==> src/rtl/nfd_pkg.sv <==
// ----------------------------------------------------------------------------
// nfd_pkg
// Shared types and constants for the NV12 frame decimator.
// ----------------------------------------------------------------------------
package nfd_pkg;

    localparam int unsigned FACTOR_W  = 8;
    localparam int unsigned DIM_W     = 14;
    localparam int unsigned STRIDE_W  = 15;
    localparam int unsigned CFG_W     = 15;
    localparam int unsigned CFG_IDX_W = 3;
    localparam int unsigned LEN_W     = 32;
    localparam int unsigned HDR_LEN   = 16;
    localparam int unsigned HDR_IDX_W = 4;
    localparam int unsigned DIV_STEPS = DIM_W;
    localparam int unsigned DIV_CNT_W = 4;

    localparam logic [LEN_W-1:0] HDR_MAGIC = 32'h3146_474D;  // "MGF1", M in low byte

    localparam logic [CFG_IDX_W-1:0] REG_FACTOR     = 3'd0;
    localparam logic [CFG_IDX_W-1:0] REG_SRC_WIDTH  = 3'd1;
    localparam logic [CFG_IDX_W-1:0] REG_SRC_HEIGHT = 3'd2;
    localparam logic [CFG_IDX_W-1:0] REG_LUMA_STR   = 3'd3;
    localparam logic [CFG_IDX_W-1:0] REG_CHROMA_STR = 3'd4;

    localparam logic [FACTOR_W-1:0] RST_FACTOR     = 8'd1;
    localparam logic [DIM_W-1:0]    RST_SRC_WIDTH  = 14'd640;
    localparam logic [DIM_W-1:0]    RST_SRC_HEIGHT = 14'd480;
    localparam logic [STRIDE_W-1:0] RST_STRIDE     = 15'd640;

    typedef enum logic [2:0] {
        ST_IDLE,
        ST_DIV_W,
        ST_DIV_H,
        ST_MUL,
        ST_HDR,
        ST_PIX
    } state_t;

    typedef struct packed {
        logic step;
        logic clear;
        logic chroma;
    } pix_ctrl_t;

    typedef struct packed {
        logic kept;
        logic done;
    } pix_stat_t;

endpackage

==> src/rtl/nfd_div.sv <==
// ----------------------------------------------------------------------------
// nfd_div
// Restoring divider, one quotient bit per cycle, shared for width and height.
// ----------------------------------------------------------------------------
module nfd_div (
    input  logic                          clk,
    input  logic                          rst_n,
    input  logic                          start,
    input  logic [nfd_pkg::DIM_W-1:0]     dividend,
    input  logic [nfd_pkg::FACTOR_W-1:0]  divisor,
    output logic                          done,
    output logic [nfd_pkg::DIM_W-1:0]     quotient
);

    logic [nfd_pkg::FACTOR_W-1:0]  rem_reg, rem_next;
    logic [nfd_pkg::FACTOR_W-1:0]  dvs_reg, dvs_next;
    logic [nfd_pkg::DIM_W-1:0]     quo_reg, quo_next;
    logic [nfd_pkg::DIV_CNT_W-1:0] cnt_reg, cnt_next;
    logic                          busy_reg, busy_next;
    logic                          done_reg, done_next;
    logic [nfd_pkg::FACTOR_W:0]    trial;
    logic                          qbit;

    always_comb
    begin
        trial     = {rem_reg, quo_reg[nfd_pkg::DIM_W-1]};
        qbit      = (trial >= {1'b0, dvs_reg});
        rem_next  = rem_reg;
        dvs_next  = dvs_reg;
        quo_next  = quo_reg;
        cnt_next  = cnt_reg;
        busy_next = busy_reg;
        done_next = 1'b0;
        if (start)
        begin
            rem_next  = '0;
            dvs_next  = divisor;
            quo_next  = dividend;
            cnt_next  = '0;
            busy_next = 1'b1;
        end
        else if (busy_reg)
        begin
            if (qbit)
                rem_next = nfd_pkg::FACTOR_W'(trial - {1'b0, dvs_reg});
            else
                rem_next = trial[nfd_pkg::FACTOR_W-1:0];
            quo_next = {quo_reg[nfd_pkg::DIM_W-2:0], qbit};
            cnt_next = cnt_reg + 1'b1;
            if (cnt_reg == nfd_pkg::DIV_CNT_W'(nfd_pkg::DIV_STEPS - 1))
            begin
                busy_next = 1'b0;
                done_next = 1'b1;
            end
        end
    end

    always_ff @(posedge clk or negedge rst_n)
    begin
        if (!rst_n)
        begin
            cnt_reg  <= '0;
            busy_reg <= 1'b0;
            done_reg <= 1'b0;
        end
        else
        begin
            cnt_reg  <= cnt_next;
            busy_reg <= busy_next;
            done_reg <= done_next;
        end
    end

    always_ff @(posedge clk)
    begin
        rem_reg <= rem_next;
        dvs_reg <= dvs_next;
        quo_reg <= quo_next;
    end

    assign done     = done_reg;
    assign quotient = quo_reg;

endmodule

==> src/rtl/nfd_pix.sv <==
// ----------------------------------------------------------------------------
// nfd_pix
// Row and column counters of the current plane and the keep decision.
// ----------------------------------------------------------------------------
module nfd_pix (
    input  logic                          clk,
    input  logic                          rst_n,
    input  nfd_pkg::pix_ctrl_t            ctrl,
    input  logic [nfd_pkg::FACTOR_W-1:0]  factor,
    input  logic [nfd_pkg::STRIDE_W-1:0]  luma_stride,
    input  logic [nfd_pkg::STRIDE_W-1:0]  chroma_stride,
    input  logic [nfd_pkg::DIM_W-1:0]     out_width,
    input  logic [nfd_pkg::DIM_W-1:0]     out_height,
    output nfd_pkg::pix_stat_t            stat
);

    logic [nfd_pkg::STRIDE_W-1:0] bir_reg, bir_next, bir_eff;
    logic [nfd_pkg::FACTOR_W-1:0] rp_reg, rp_next, rp_eff;
    logic [nfd_pkg::FACTOR_W-1:0] cp_reg, cp_next, cp_eff;
    logic [nfd_pkg::DIM_W-1:0]    kr_reg, kr_next, kr_eff;
    logic [nfd_pkg::DIM_W-1:0]    kc_reg, kc_next, kc_eff;
    logic [nfd_pkg::STRIDE_W-1:0] stride;
    logic [nfd_pkg::DIM_W-1:0]    row_limit;
    logic [nfd_pkg::DIM_W-1:0]    kc_inc;
    logic [nfd_pkg::FACTOR_W:0]   cp_inc, rp_inc;
    logic [nfd_pkg::STRIDE_W:0]   bir_inc;
    logic                         row_kept, col_ok, row_end;

    always_comb
    begin
        bir_eff = ctrl.clear ? '0 : bir_reg;
        rp_eff  = ctrl.clear ? '0 : rp_reg;
        cp_eff  = ctrl.clear ? '0 : cp_reg;
        kr_eff  = ctrl.clear ? '0 : kr_reg;
        kc_eff  = ctrl.clear ? '0 : kc_reg;

        stride = ctrl.chroma ? chroma_stride : luma_stride;
        if (stride == '0)
            stride = nfd_pkg::STRIDE_W'(1);
        row_limit = ctrl.chroma ? (out_height >> 1) : out_height;

        row_kept = (rp_eff == '0) && (kr_eff < row_limit);
        col_ok   = (cp_eff == '0) && (kc_eff < out_width);
        kc_inc   = kc_eff + 1'b1;

        stat.kept = row_kept && col_ok;
        stat.done = ctrl.chroma && (row_limit != '0) && (kr_eff == row_limit - 1'b1)
                    && (kc_inc == out_width);

        cp_inc = {1'b0, cp_eff} + 1'b1;
        rp_inc = {1'b0, rp_eff} + 1'b1;
        cp_next = cp_eff;
        if (!ctrl.chroma || bir_eff[0])
            cp_next = (cp_inc >= {1'b0, factor}) ? '0 : cp_inc[nfd_pkg::FACTOR_W-1:0];

        bir_inc = {1'b0, bir_eff} + 1'b1;
        row_end = (bir_inc >= {1'b0, stride});

        kr_next = kr_eff;
        rp_next = rp_eff;
        if (row_end)
        begin
            bir_next = '0;
            cp_next  = '0;
            kc_next  = '0;
            if (row_kept)
                kr_next = kr_eff + 1'b1;
            rp_next = (rp_inc >= {1'b0, factor}) ? '0 : rp_inc[nfd_pkg::FACTOR_W-1:0];
        end
        else
        begin
            bir_next = bir_inc[nfd_pkg::STRIDE_W-1:0];
            kc_next  = stat.kept ? kc_inc : kc_eff;
        end
    end

    always_ff @(posedge clk or negedge rst_n)
    begin
        if (!rst_n)
        begin
            bir_reg <= '0;
            rp_reg  <= '0;
            cp_reg  <= '0;
            kr_reg  <= '0;
            kc_reg  <= '0;
        end
        else if (ctrl.step)
        begin
            bir_reg <= bir_next;
            rp_reg  <= rp_next;
            cp_reg  <= cp_next;
            kr_reg  <= kr_next;
            kc_reg  <= kc_next;
        end
        else if (ctrl.clear)
        begin
            bir_reg <= '0;
            rp_reg  <= '0;
            cp_reg  <= '0;
            kr_reg  <= '0;
            kc_reg  <= '0;
        end
    end

endmodule

==> src/rtl/nv12_frame_decimator.sv <==
// ----------------------------------------------------------------------------
// nv12_frame_decimator
// Nearest-neighbor integer decimation of an NV12 frame byte stream.
// ----------------------------------------------------------------------------
// Usage:
//  s_* takes one frame byte per word in memory order: luma plane, then UV
//  plane, rows padded to their stride; tuser marks chroma and plane start.
//  m_* gives the 16-byte header (tuser[0]) and then the kept bytes; tlast
//  closes the words caused by one input word, tuser[1] flags frame end.
//  cfg_* writes factor, source size and strides; write only while idle.
//  Throughput: one byte per cycle for plane bytes while m_tready stays
//  high; a kept byte shows on m_* in the cycle after it is taken. A luma
//  plane-start word runs the shared divider twice, then a multiply step,
//  then 16 header words and its own byte if that byte is kept.
//  A stalled receiver holds the output word; s_tready stays low until that
//  word is taken, whatever the next input would need.
//  Reset clears counters and output size; registers return to defaults
//  (factor 1, 640x480, strides 640).
// ----------------------------------------------------------------------------
module nv12_frame_decimator (
    input  logic                            clk,
    input  logic                            rst_n,
    input  logic                            s_tvalid,
    output logic                            s_tready,
    input  logic [7:0]                      s_tdata,   // pixel_byte
    input  logic [1:0]                      s_tuser,   // is_chroma, plane_start
    output logic                            m_tvalid,
    input  logic                            m_tready,
    output logic [7:0]                      m_tdata,   // out_byte
    output logic [1:0]                      m_tuser,   // is_header, frame_done
    output logic                            m_tlast,
    input  logic                            cfg_we,
    input  logic [nfd_pkg::CFG_IDX_W-1:0]   cfg_index,
    input  logic [nfd_pkg::CFG_W-1:0]       cfg_data
);

    logic [nfd_pkg::FACTOR_W-1:0]  factor_reg;
    logic [nfd_pkg::DIM_W-1:0]     src_w_reg, src_h_reg;
    logic [nfd_pkg::STRIDE_W-1:0]  luma_str_reg, chroma_str_reg;
    logic [nfd_pkg::FACTOR_W-1:0]  f_eff;

    nfd_pkg::state_t               state_reg, state_next;
    logic [nfd_pkg::DIM_W-1:0]     out_w_reg, out_w_next, out_h_reg, out_h_next;
    logic [nfd_pkg::LEN_W-1:0]     len_reg, len_next;
    logic [nfd_pkg::HDR_IDX_W-1:0] hdr_idx_reg, hdr_idx_next;
    logic [7:0]                    pix_reg, pix_next;

    logic                          m_valid_reg, m_valid_next;
    logic [7:0]                    m_data_reg, m_data_next;
    logic                          m_hdr_reg, m_hdr_next;
    logic                          m_done_reg, m_done_next;
    logic                          m_last_reg, m_last_next;

    logic                          slot_free, accept, hdr_start;
    logic                          div_start, div_done;
    logic [nfd_pkg::DIM_W-1:0]     div_dividend, div_q;
    nfd_pkg::pix_ctrl_t            pctrl;
    nfd_pkg::pix_stat_t            pstat;
    logic [nfd_pkg::DIM_W:0]       h_sum;
    logic [nfd_pkg::LEN_W-1:0]     hdr_word [4];
    logic [nfd_pkg::LEN_W-1:0]     hdr_sel;

    always_ff @(posedge clk or negedge rst_n)
    begin
        if (!rst_n)
        begin
            factor_reg     <= nfd_pkg::RST_FACTOR;
            src_w_reg      <= nfd_pkg::RST_SRC_WIDTH;
            src_h_reg      <= nfd_pkg::RST_SRC_HEIGHT;
            luma_str_reg   <= nfd_pkg::RST_STRIDE;
            chroma_str_reg <= nfd_pkg::RST_STRIDE;
        end
        else if (cfg_we)
        begin
            case (cfg_index)
                nfd_pkg::REG_FACTOR:     factor_reg     <= cfg_data[nfd_pkg::FACTOR_W-1:0];
                nfd_pkg::REG_SRC_WIDTH:  src_w_reg      <= cfg_data[nfd_pkg::DIM_W-1:0];
                nfd_pkg::REG_SRC_HEIGHT: src_h_reg      <= cfg_data[nfd_pkg::DIM_W-1:0];
                nfd_pkg::REG_LUMA_STR:   luma_str_reg   <= cfg_data[nfd_pkg::STRIDE_W-1:0];
                nfd_pkg::REG_CHROMA_STR: chroma_str_reg <= cfg_data[nfd_pkg::STRIDE_W-1:0];
                default: ;
            endcase
        end
    end

    assign f_eff = (factor_reg == '0) ? nfd_pkg::FACTOR_W'(1) : factor_reg;

    nfd_div u_div (
        .clk      (clk),
        .rst_n    (rst_n),
        .start    (div_start),
        .dividend (div_dividend),
        .divisor  (f_eff),
        .done     (div_done),
        .quotient (div_q)
    );

    nfd_pix u_pix (
        .clk           (clk),
        .rst_n         (rst_n),
        .ctrl          (pctrl),
        .factor        (f_eff),
        .luma_stride   (luma_str_reg),
        .chroma_stride (chroma_str_reg),
        .out_width     (out_w_reg),
        .out_height    (out_h_reg),
        .stat          (pstat)
    );

    assign slot_free = !m_valid_reg || m_tready;
    assign s_tready  = (state_reg == nfd_pkg::ST_IDLE) && slot_free;
    assign accept    = s_tvalid && s_tready;
    assign hdr_start = s_tuser[1] && !s_tuser[0];
    assign h_sum     = {1'b0, out_h_reg} + {2'b0, out_h_reg[nfd_pkg::DIM_W-1:1]};

    assign hdr_word[0] = nfd_pkg::HDR_MAGIC;
    assign hdr_word[1] = nfd_pkg::LEN_W'(out_w_reg);
    assign hdr_word[2] = nfd_pkg::LEN_W'(out_h_reg);
    assign hdr_word[3] = len_reg;
    assign hdr_sel     = hdr_word[hdr_idx_reg[3:2]];

    always_comb
    begin
        state_next   = state_reg;
        out_w_next   = out_w_reg;
        out_h_next   = out_h_reg;
        len_next     = len_reg;
        hdr_idx_next = hdr_idx_reg;
        pix_next     = pix_reg;
        div_start    = 1'b0;
        div_dividend = src_w_reg;
        pctrl.step   = 1'b0;
        pctrl.clear  = 1'b0;
        pctrl.chroma = 1'b0;
        m_valid_next = m_tready ? 1'b0 : m_valid_reg;
        m_data_next  = m_data_reg;
        m_hdr_next   = m_hdr_reg;
        m_done_next  = m_done_reg;
        m_last_next  = m_last_reg;

        case (state_reg)
            nfd_pkg::ST_IDLE:
            begin
                pctrl.chroma = s_tuser[0];
                if (accept)
                begin
                    pctrl.clear = s_tuser[1];
                    if (hdr_start)
                    begin
                        pix_next   = s_tdata;
                        div_start  = 1'b1;
                        state_next = nfd_pkg::ST_DIV_W;
                    end
                    else
                    begin
                        pctrl.step = 1'b1;
                        if (pstat.kept)
                        begin
                            m_valid_next = 1'b1;
                            m_data_next  = s_tdata;
                            m_hdr_next   = 1'b0;
                            m_done_next  = pstat.done;
                            m_last_next  = 1'b1;
                        end
                    end
                end
            end
            nfd_pkg::ST_DIV_W:
            begin
                div_dividend = src_h_reg;
                if (div_done)
                begin
                    out_w_next = {div_q[nfd_pkg::DIM_W-1:1], 1'b0};
                    div_start  = 1'b1;
                    state_next = nfd_pkg::ST_DIV_H;
                end
            end
            nfd_pkg::ST_DIV_H:
            begin
                if (div_done)
                begin
                    out_h_next = {div_q[nfd_pkg::DIM_W-1:1], 1'b0};
                    state_next = nfd_pkg::ST_MUL;
                end
            end
            nfd_pkg::ST_MUL:
            begin
                len_next     = nfd_pkg::LEN_W'(out_w_reg * h_sum);
                hdr_idx_next = '0;
                state_next   = nfd_pkg::ST_HDR;
            end
            nfd_pkg::ST_HDR:
            begin
                if (slot_free)
                begin
                    m_valid_next = 1'b1;
                    m_data_next  = hdr_sel[8*hdr_idx_reg[1:0] +: 8];
                    m_hdr_next   = 1'b1;
                    m_done_next  = (len_reg == '0) && (hdr_idx_reg == '1);
                    m_last_next  = (hdr_idx_reg == '1) && !pstat.kept;
                    hdr_idx_next = hdr_idx_reg + 1'b1;
                    if (hdr_idx_reg == '1)
                        state_next = nfd_pkg::ST_PIX;
                end
            end
            nfd_pkg::ST_PIX:
            begin
                if (!pstat.kept || slot_free)
                begin
                    pctrl.step = 1'b1;
                    state_next = nfd_pkg::ST_IDLE;
                    if (pstat.kept)
                    begin
                        m_valid_next = 1'b1;
                        m_data_next  = pix_reg;
                        m_hdr_next   = 1'b0;
                        m_done_next  = pstat.done;
                        m_last_next  = 1'b1;
                    end
                end
            end
            default:
            begin
                state_next = nfd_pkg::ST_IDLE;
            end
        endcase
    end

    always_ff @(posedge clk or negedge rst_n)
    begin
        if (!rst_n)
        begin
            state_reg   <= nfd_pkg::ST_IDLE;
            out_w_reg   <= '0;
            out_h_reg   <= '0;
            hdr_idx_reg <= '0;
            m_valid_reg <= 1'b0;
        end
        else
        begin
            state_reg   <= state_next;
            out_w_reg   <= out_w_next;
            out_h_reg   <= out_h_next;
            hdr_idx_reg <= hdr_idx_next;
            m_valid_reg <= m_valid_next;
        end
    end

    always_ff @(posedge clk)
    begin
        len_reg    <= len_next;
        pix_reg    <= pix_next;
        m_data_reg <= m_data_next;
        m_hdr_reg  <= m_hdr_next;
        m_done_reg <= m_done_next;
        m_last_reg <= m_last_next;
    end

    assign m_tvalid = m_valid_reg;
    assign m_tdata  = m_data_reg;
    assign m_tuser  = {m_done_reg, m_hdr_reg};
    assign m_tlast  = m_last_reg;

    a_div_done_in_div: assert property (@(posedge clk) disable iff (!rst_n)
        div_done |-> (state_reg == nfd_pkg::ST_DIV_W || state_reg == nfd_pkg::ST_DIV_H))
        else $error("divider finished outside a divide state");

    a_out_size_even: assert property (@(posedge clk) disable iff (!rst_n)
        !out_w_reg[0] && !out_h_reg[0])
        else $error("output size not even");

    a_frame_start_divides: assert property (@(posedge clk) disable iff (!rst_n)
        accept && hdr_start |=> state_reg == nfd_pkg::ST_DIV_W)
        else $error("frame start did not start the width divide");

    a_hdr_ends_full: assert property (@(posedge clk) disable iff (!rst_n)
        state_reg == nfd_pkg::ST_HDR && state_next == nfd_pkg::ST_PIX |=> m_valid_reg && m_hdr_reg)
        else $error("last header word missing");

endmodule
==> config.mk <==
export PLATFORM = sky130hd
export DESIGN_NAME = nv12_frame_decimator
export DESIGN_NICKNAME = d
export VERILOG_FILES = /design/src/rtl/nfd_pkg.sv /design/src/rtl/nfd_div.sv /design/src/rtl/nfd_pix.sv /design/src/rtl/nv12_frame_decimator.sv
export SDC_FILE = /design/constraint.sdc
export NUM_CORES = 1
export LEC_CHECK = 0
export BUFFER_PORTS_ARGS = -buffer_cell sky130_fd_sc_hd__buf_4
export CORE_MARGIN = 2
export CORE_UTILIZATION = 67
export DETAILED_ROUTE_END_ITERATION = 12
export HOLD_SLACK_MARGIN = 0.1
export PLACE_DENSITY_LB_ADDON = 0.05
export SYNTH_ARGS = -nofsm -noshare
export SYNTH_HDL_FRONTEND = slang
export SYNTH_SLANG_ARGS = --single-unit
export TNS_END_PERCENT = 20
==> constraint.sdc <==
create_clock -name clk -period 10.55 [get_ports clk]
set_input_delay 1.055 -clock clk [delete_from_list [all_inputs] [get_ports clk]]
set_output_delay 1.055 -clock clk [all_outputs]
set_load 0.005 [all_outputs]
==> summary.md <==
| Metric | Value |
|---|---|
| Total grt overflow | 0 |
| Cell area power density | 173 nW/um^2 |
| DRT Wirelength | 55900 um |
| Vias in the first global route | 16887 |
| Post-Synth Adder-Cell Area | 0.232 |
| Critical Path Max Stage Delay | 940 ps |
| Crit path required time | 10850 ps |
| Tmin final | 8170 ps |
| Die width | 182 um |
| Ports | 46 |
| Post-synthesis mux area share | 0.0662 |
| H-tree depth | 1 |
| Initial Utilization | 0.677 |
| Final Power | 3.94 mW |
| Register Area | 6370 um^2 |
| Via density | 6.24 |
| Nets | 2595 |
| Slew headroom | 0.0979 |
| Layout cells sized above 1 | 0.101 |
| Clock latency on the worst-skew pair | 570 ps |
| Syn avg cell area | 9.32 um^2 |
| Peak VDD IR | 0.000175 V |
| Clock buffer count from CTS | 28 |
| Worst path buffer plus inverter count | 6 |
| RSZ-0062 raised after global routing | no |
| Seq/Total Area, Yosys | 0.300 |
| Dpl ws | 2450 ps |
| Post-route DRC | 0 |
| Setup TNS | 0 ps |
| Post-synth EDFFs | 69 |
| HP Class | reg -> reg |
| Average wire per standard cell | 20.9 um |
| Final setup vio count | 0 |
| GRT met3 Usage | 0.0505 |
| Top delay family on crit path | adder cells |
| Area share of xor/xnor cells in the synthesized design | 0.0460 |
| Port bufs | 45 |
| Reg2reg start | out_h_reg[1] |
| Multi-input logic area | 13500 um^2 |
| Fin crit share | 0.774 |
| Top-area cell type share of the netlist area | 0.181 |
| Crit. path cell count | 30 |
| Fillers | 2370 |
| Cells taking the most area after synthesis | dfrtp_1 (18%), fa_1 (14%), edfxtp_1 (9.8%), ha_1 (9.5%), inv_1 (4.3%) |
| GR peak layer | met2 |
| Die height | 182 um |
| Crit path to | len_reg[25] |
| Post-Synth Simple-Gate Area | 0.178 |
| Fmax | 122 MHz |
| Post-CTS resize count | 0 |
| Asr flop ratio synth | 0.682 |
| Critical Path Start | out_h_reg[1] |
| Clock slew at reported path FFs | 60 ps |
| R2r endpoint | len_reg[25] |
| Hold-fix buffers, CTS | 0 |
| Leakage | 10.6 nW |
| MaxCap Viol Count | 0 |
| Post-synth top area cell | dfrtp_1 |
| Iter 0 DRT Violations | 1506 |
| Pin count of the biggest net entering global routing | 90 |
| GRT Util Overall | 0.349 |
| Final Hold Fails | 0 |
| Num rows | 65 |
| Root Driver | clkbuf_16 |
| Main combinational cell family by area after synthesis | adder cells |
| TritonRoute pass-1 iters | 6 |
| ANT cells | 0 |
| Worst setup EP type | flop |
| Die Area | 33100 um^2 |
| Post-synth net total | 2619 |
| Setup Buffers After CTS | 0 |
| Vias | 16725 |
| Slowest stage cell, crit path | xnor2_1 |
| Largest register FFs | 28 |
| HPWL Detailed | 41700 um |
| Synthesized area | 21200 um^2 |
| Worst Skew | 17.0 ps |
| Max clock buf depth | 3 |
| YS warnings | 0 |
| Worst Setup Path Type | reg -> reg |
| Critical path fanouts, max | 21 |
| CP arrival | 8470 ps |
| Clock sink count | 242 |
| Worst setup margin | 2380 ps |
| Max Transition Viols Final | 0 |
| Gpl congestion | 0.944 |
| Startpoint types | flop |
| Synth Register Bits | 242 |
| Met1 usage | 0.468 |
| Status | complete, no violations |
| Layout area overhead | 7.41% |
| Worst R2R Path Depth | 30 |
| Fin util | 0.727 |
| Core box area | 31400 um^2 |
| Most Frequent Cell on Critical Path | fa_1 |
| Compound-Gate Fraction of Synth Area | 0.110 |
| Met2 global-route usage | 0.587 |
| Least-Margin Pin Slew | 1340 ps |
| Initial antenna violation count | 1 |
| Dominant synthesized flop cell | dfrtp_1 |
| Post-route ant nets | 0 |
| Cells after Synth | 2279 |
| CTS tree | yes |
| Global-route wire length before repair | 90500 um |
| R2R Setup Slk | 2380 ps |
| Distinct cells, synth | 81 |
==> area by class of cell <==
cell class / count / share of cell area
Clock buffer: 42 / 0.0362
Tap cell: 402 / 0.0220
Multi-Input combinational cell: 1664 / 0.592
Inverter: 247 / 0.0406
Timing Repair Buffer: 72 / 0.0239
Clock inverter: 10 / 0.00587
Sequential cell: 242 / 0.279
==> through the flow <==
step | instances | hold WS [ps] | area, um^2
floorplan | 2279 | 469 | 21200
global placement | 2627 | 469 | 21900
detailed placement | 2627 | 478 | 21900
CTS | 2679 | 488 | 22800
global route | 2679 | 490 | 22800
finish | 2679 | 484 | 22800
==> worst min path at each step <==
| stage | startpoint | to | cells after the start |
|---|---|---|---|
| 2_1_floorplan | u_div.quotient[10] | out_w_reg[10] | 2 |
| 3_3_place_gp | factor_reg[3] | u_div.dvs_reg[3] | 0 |
| 3_5_place_dp | factor_reg[3] | u_div.dvs_reg[3] | 0 |
| 4_1_cts | factor_reg[3] | u_div.dvs_reg[3] | 0 |
| 5_1_grt | factor_reg[3] | u_div.dvs_reg[3] | 0 |
| 6_report | factor_reg[1] | u_div.dvs_reg[1] | 0 |
==> power breakdown <==
part | internal (mW) | switching [mW]
Clock | 0.594 | 0.403
Sequential | 1.18 | 0.290
Combinational | 0.564 | 0.910
==> synthesized netlist by cell type, types with 4 or more instances <==
library cell,count
nor2b_1,13
o211ai_1,10
nor3_1,27
nand2_1,241
inv_1,246
o22ai_1,12
xor2_1,40
a221oi_1,7
a21o_1,26
nor2_1,117
nor4_1,21
a211oi_1,15
o21bai_1,5
dfstp_2,11
dfxtp_1,8
dfrtp_1,154
a21oi_1,97
mux2i_1,46
mux2_2,76
xnor2_1,69
buf_2,9
and2_1,111
edfxtp_1,69
o41ai_1,6
a21boi_0,8
or4_1,9
or2_2,6
o31ai_1,6
or3_1,18
ha_1,162
nand3_1,61
a211o_1,4
fa_1,145
clkbuf_1,105
nand2b_1,29
o21ai_0,125
and2_0,4
a22oi_1,4
nand4_1,39
a41oi_1,5
a31oi_1,13
o21a_1,8
and3_1,18
nand3b_1,7
buf_1,9
==> layout by cell type (no fill, tap or decap), drive strengths merged, types with 7 or more instances in the layout <==
cell	n
nor2	117
buf	72
nand2	241
nor3	29
a21boi	8
xor2	40
nor4	22
a221oi	7
nand3b	7
or3	18
dfstp	11
edfxtp	69
xnor2	69
o211ai	10
o31ai	7
nand2b	29
nand4	39
fa	145
a31oi	13
o22ai	12
ha	162
clkinv	8
a21o	26
nand3	61
mux2i	47
mux2	76
or4	9
o21a	8
dfxtp	8
o21ai	127
clkbuf	42
o41ai	7
a211oi	15
and3	18
nor2b	13
and2	115
inv	247
dfrtp	154
a21oi	97
==> per-layer routing <==
layer  wire length [um]  share of wire
met4               2020          0.036
met3               4080          0.073
met2              27000           0.48
met1              22800           0.41
met5                  0              0
==> logic make-up (layout without fill, tap and decap cells) <==
logic type      Yosys count  count (layout)
compound gates          378             378
xor+xnor                110             110
fa+ha+maj               307             307
buf+inv                 373             371
flops                   242             242
mux                     126             126
simple gates            743             743
==> worst register-to-register path: cells and delay by family (launching register included) <==
family                     cells  cell delay, ps
adders and majority gates      8            3290
AOI/OAI and AO/OA             10            2030
xor gates and xnor gates       2            1090
and+or+nand+nor                4             610
buffers and inverters          6             580
DFF                            1             320
No activity file was read; power rests on OpenSTA's default activity.
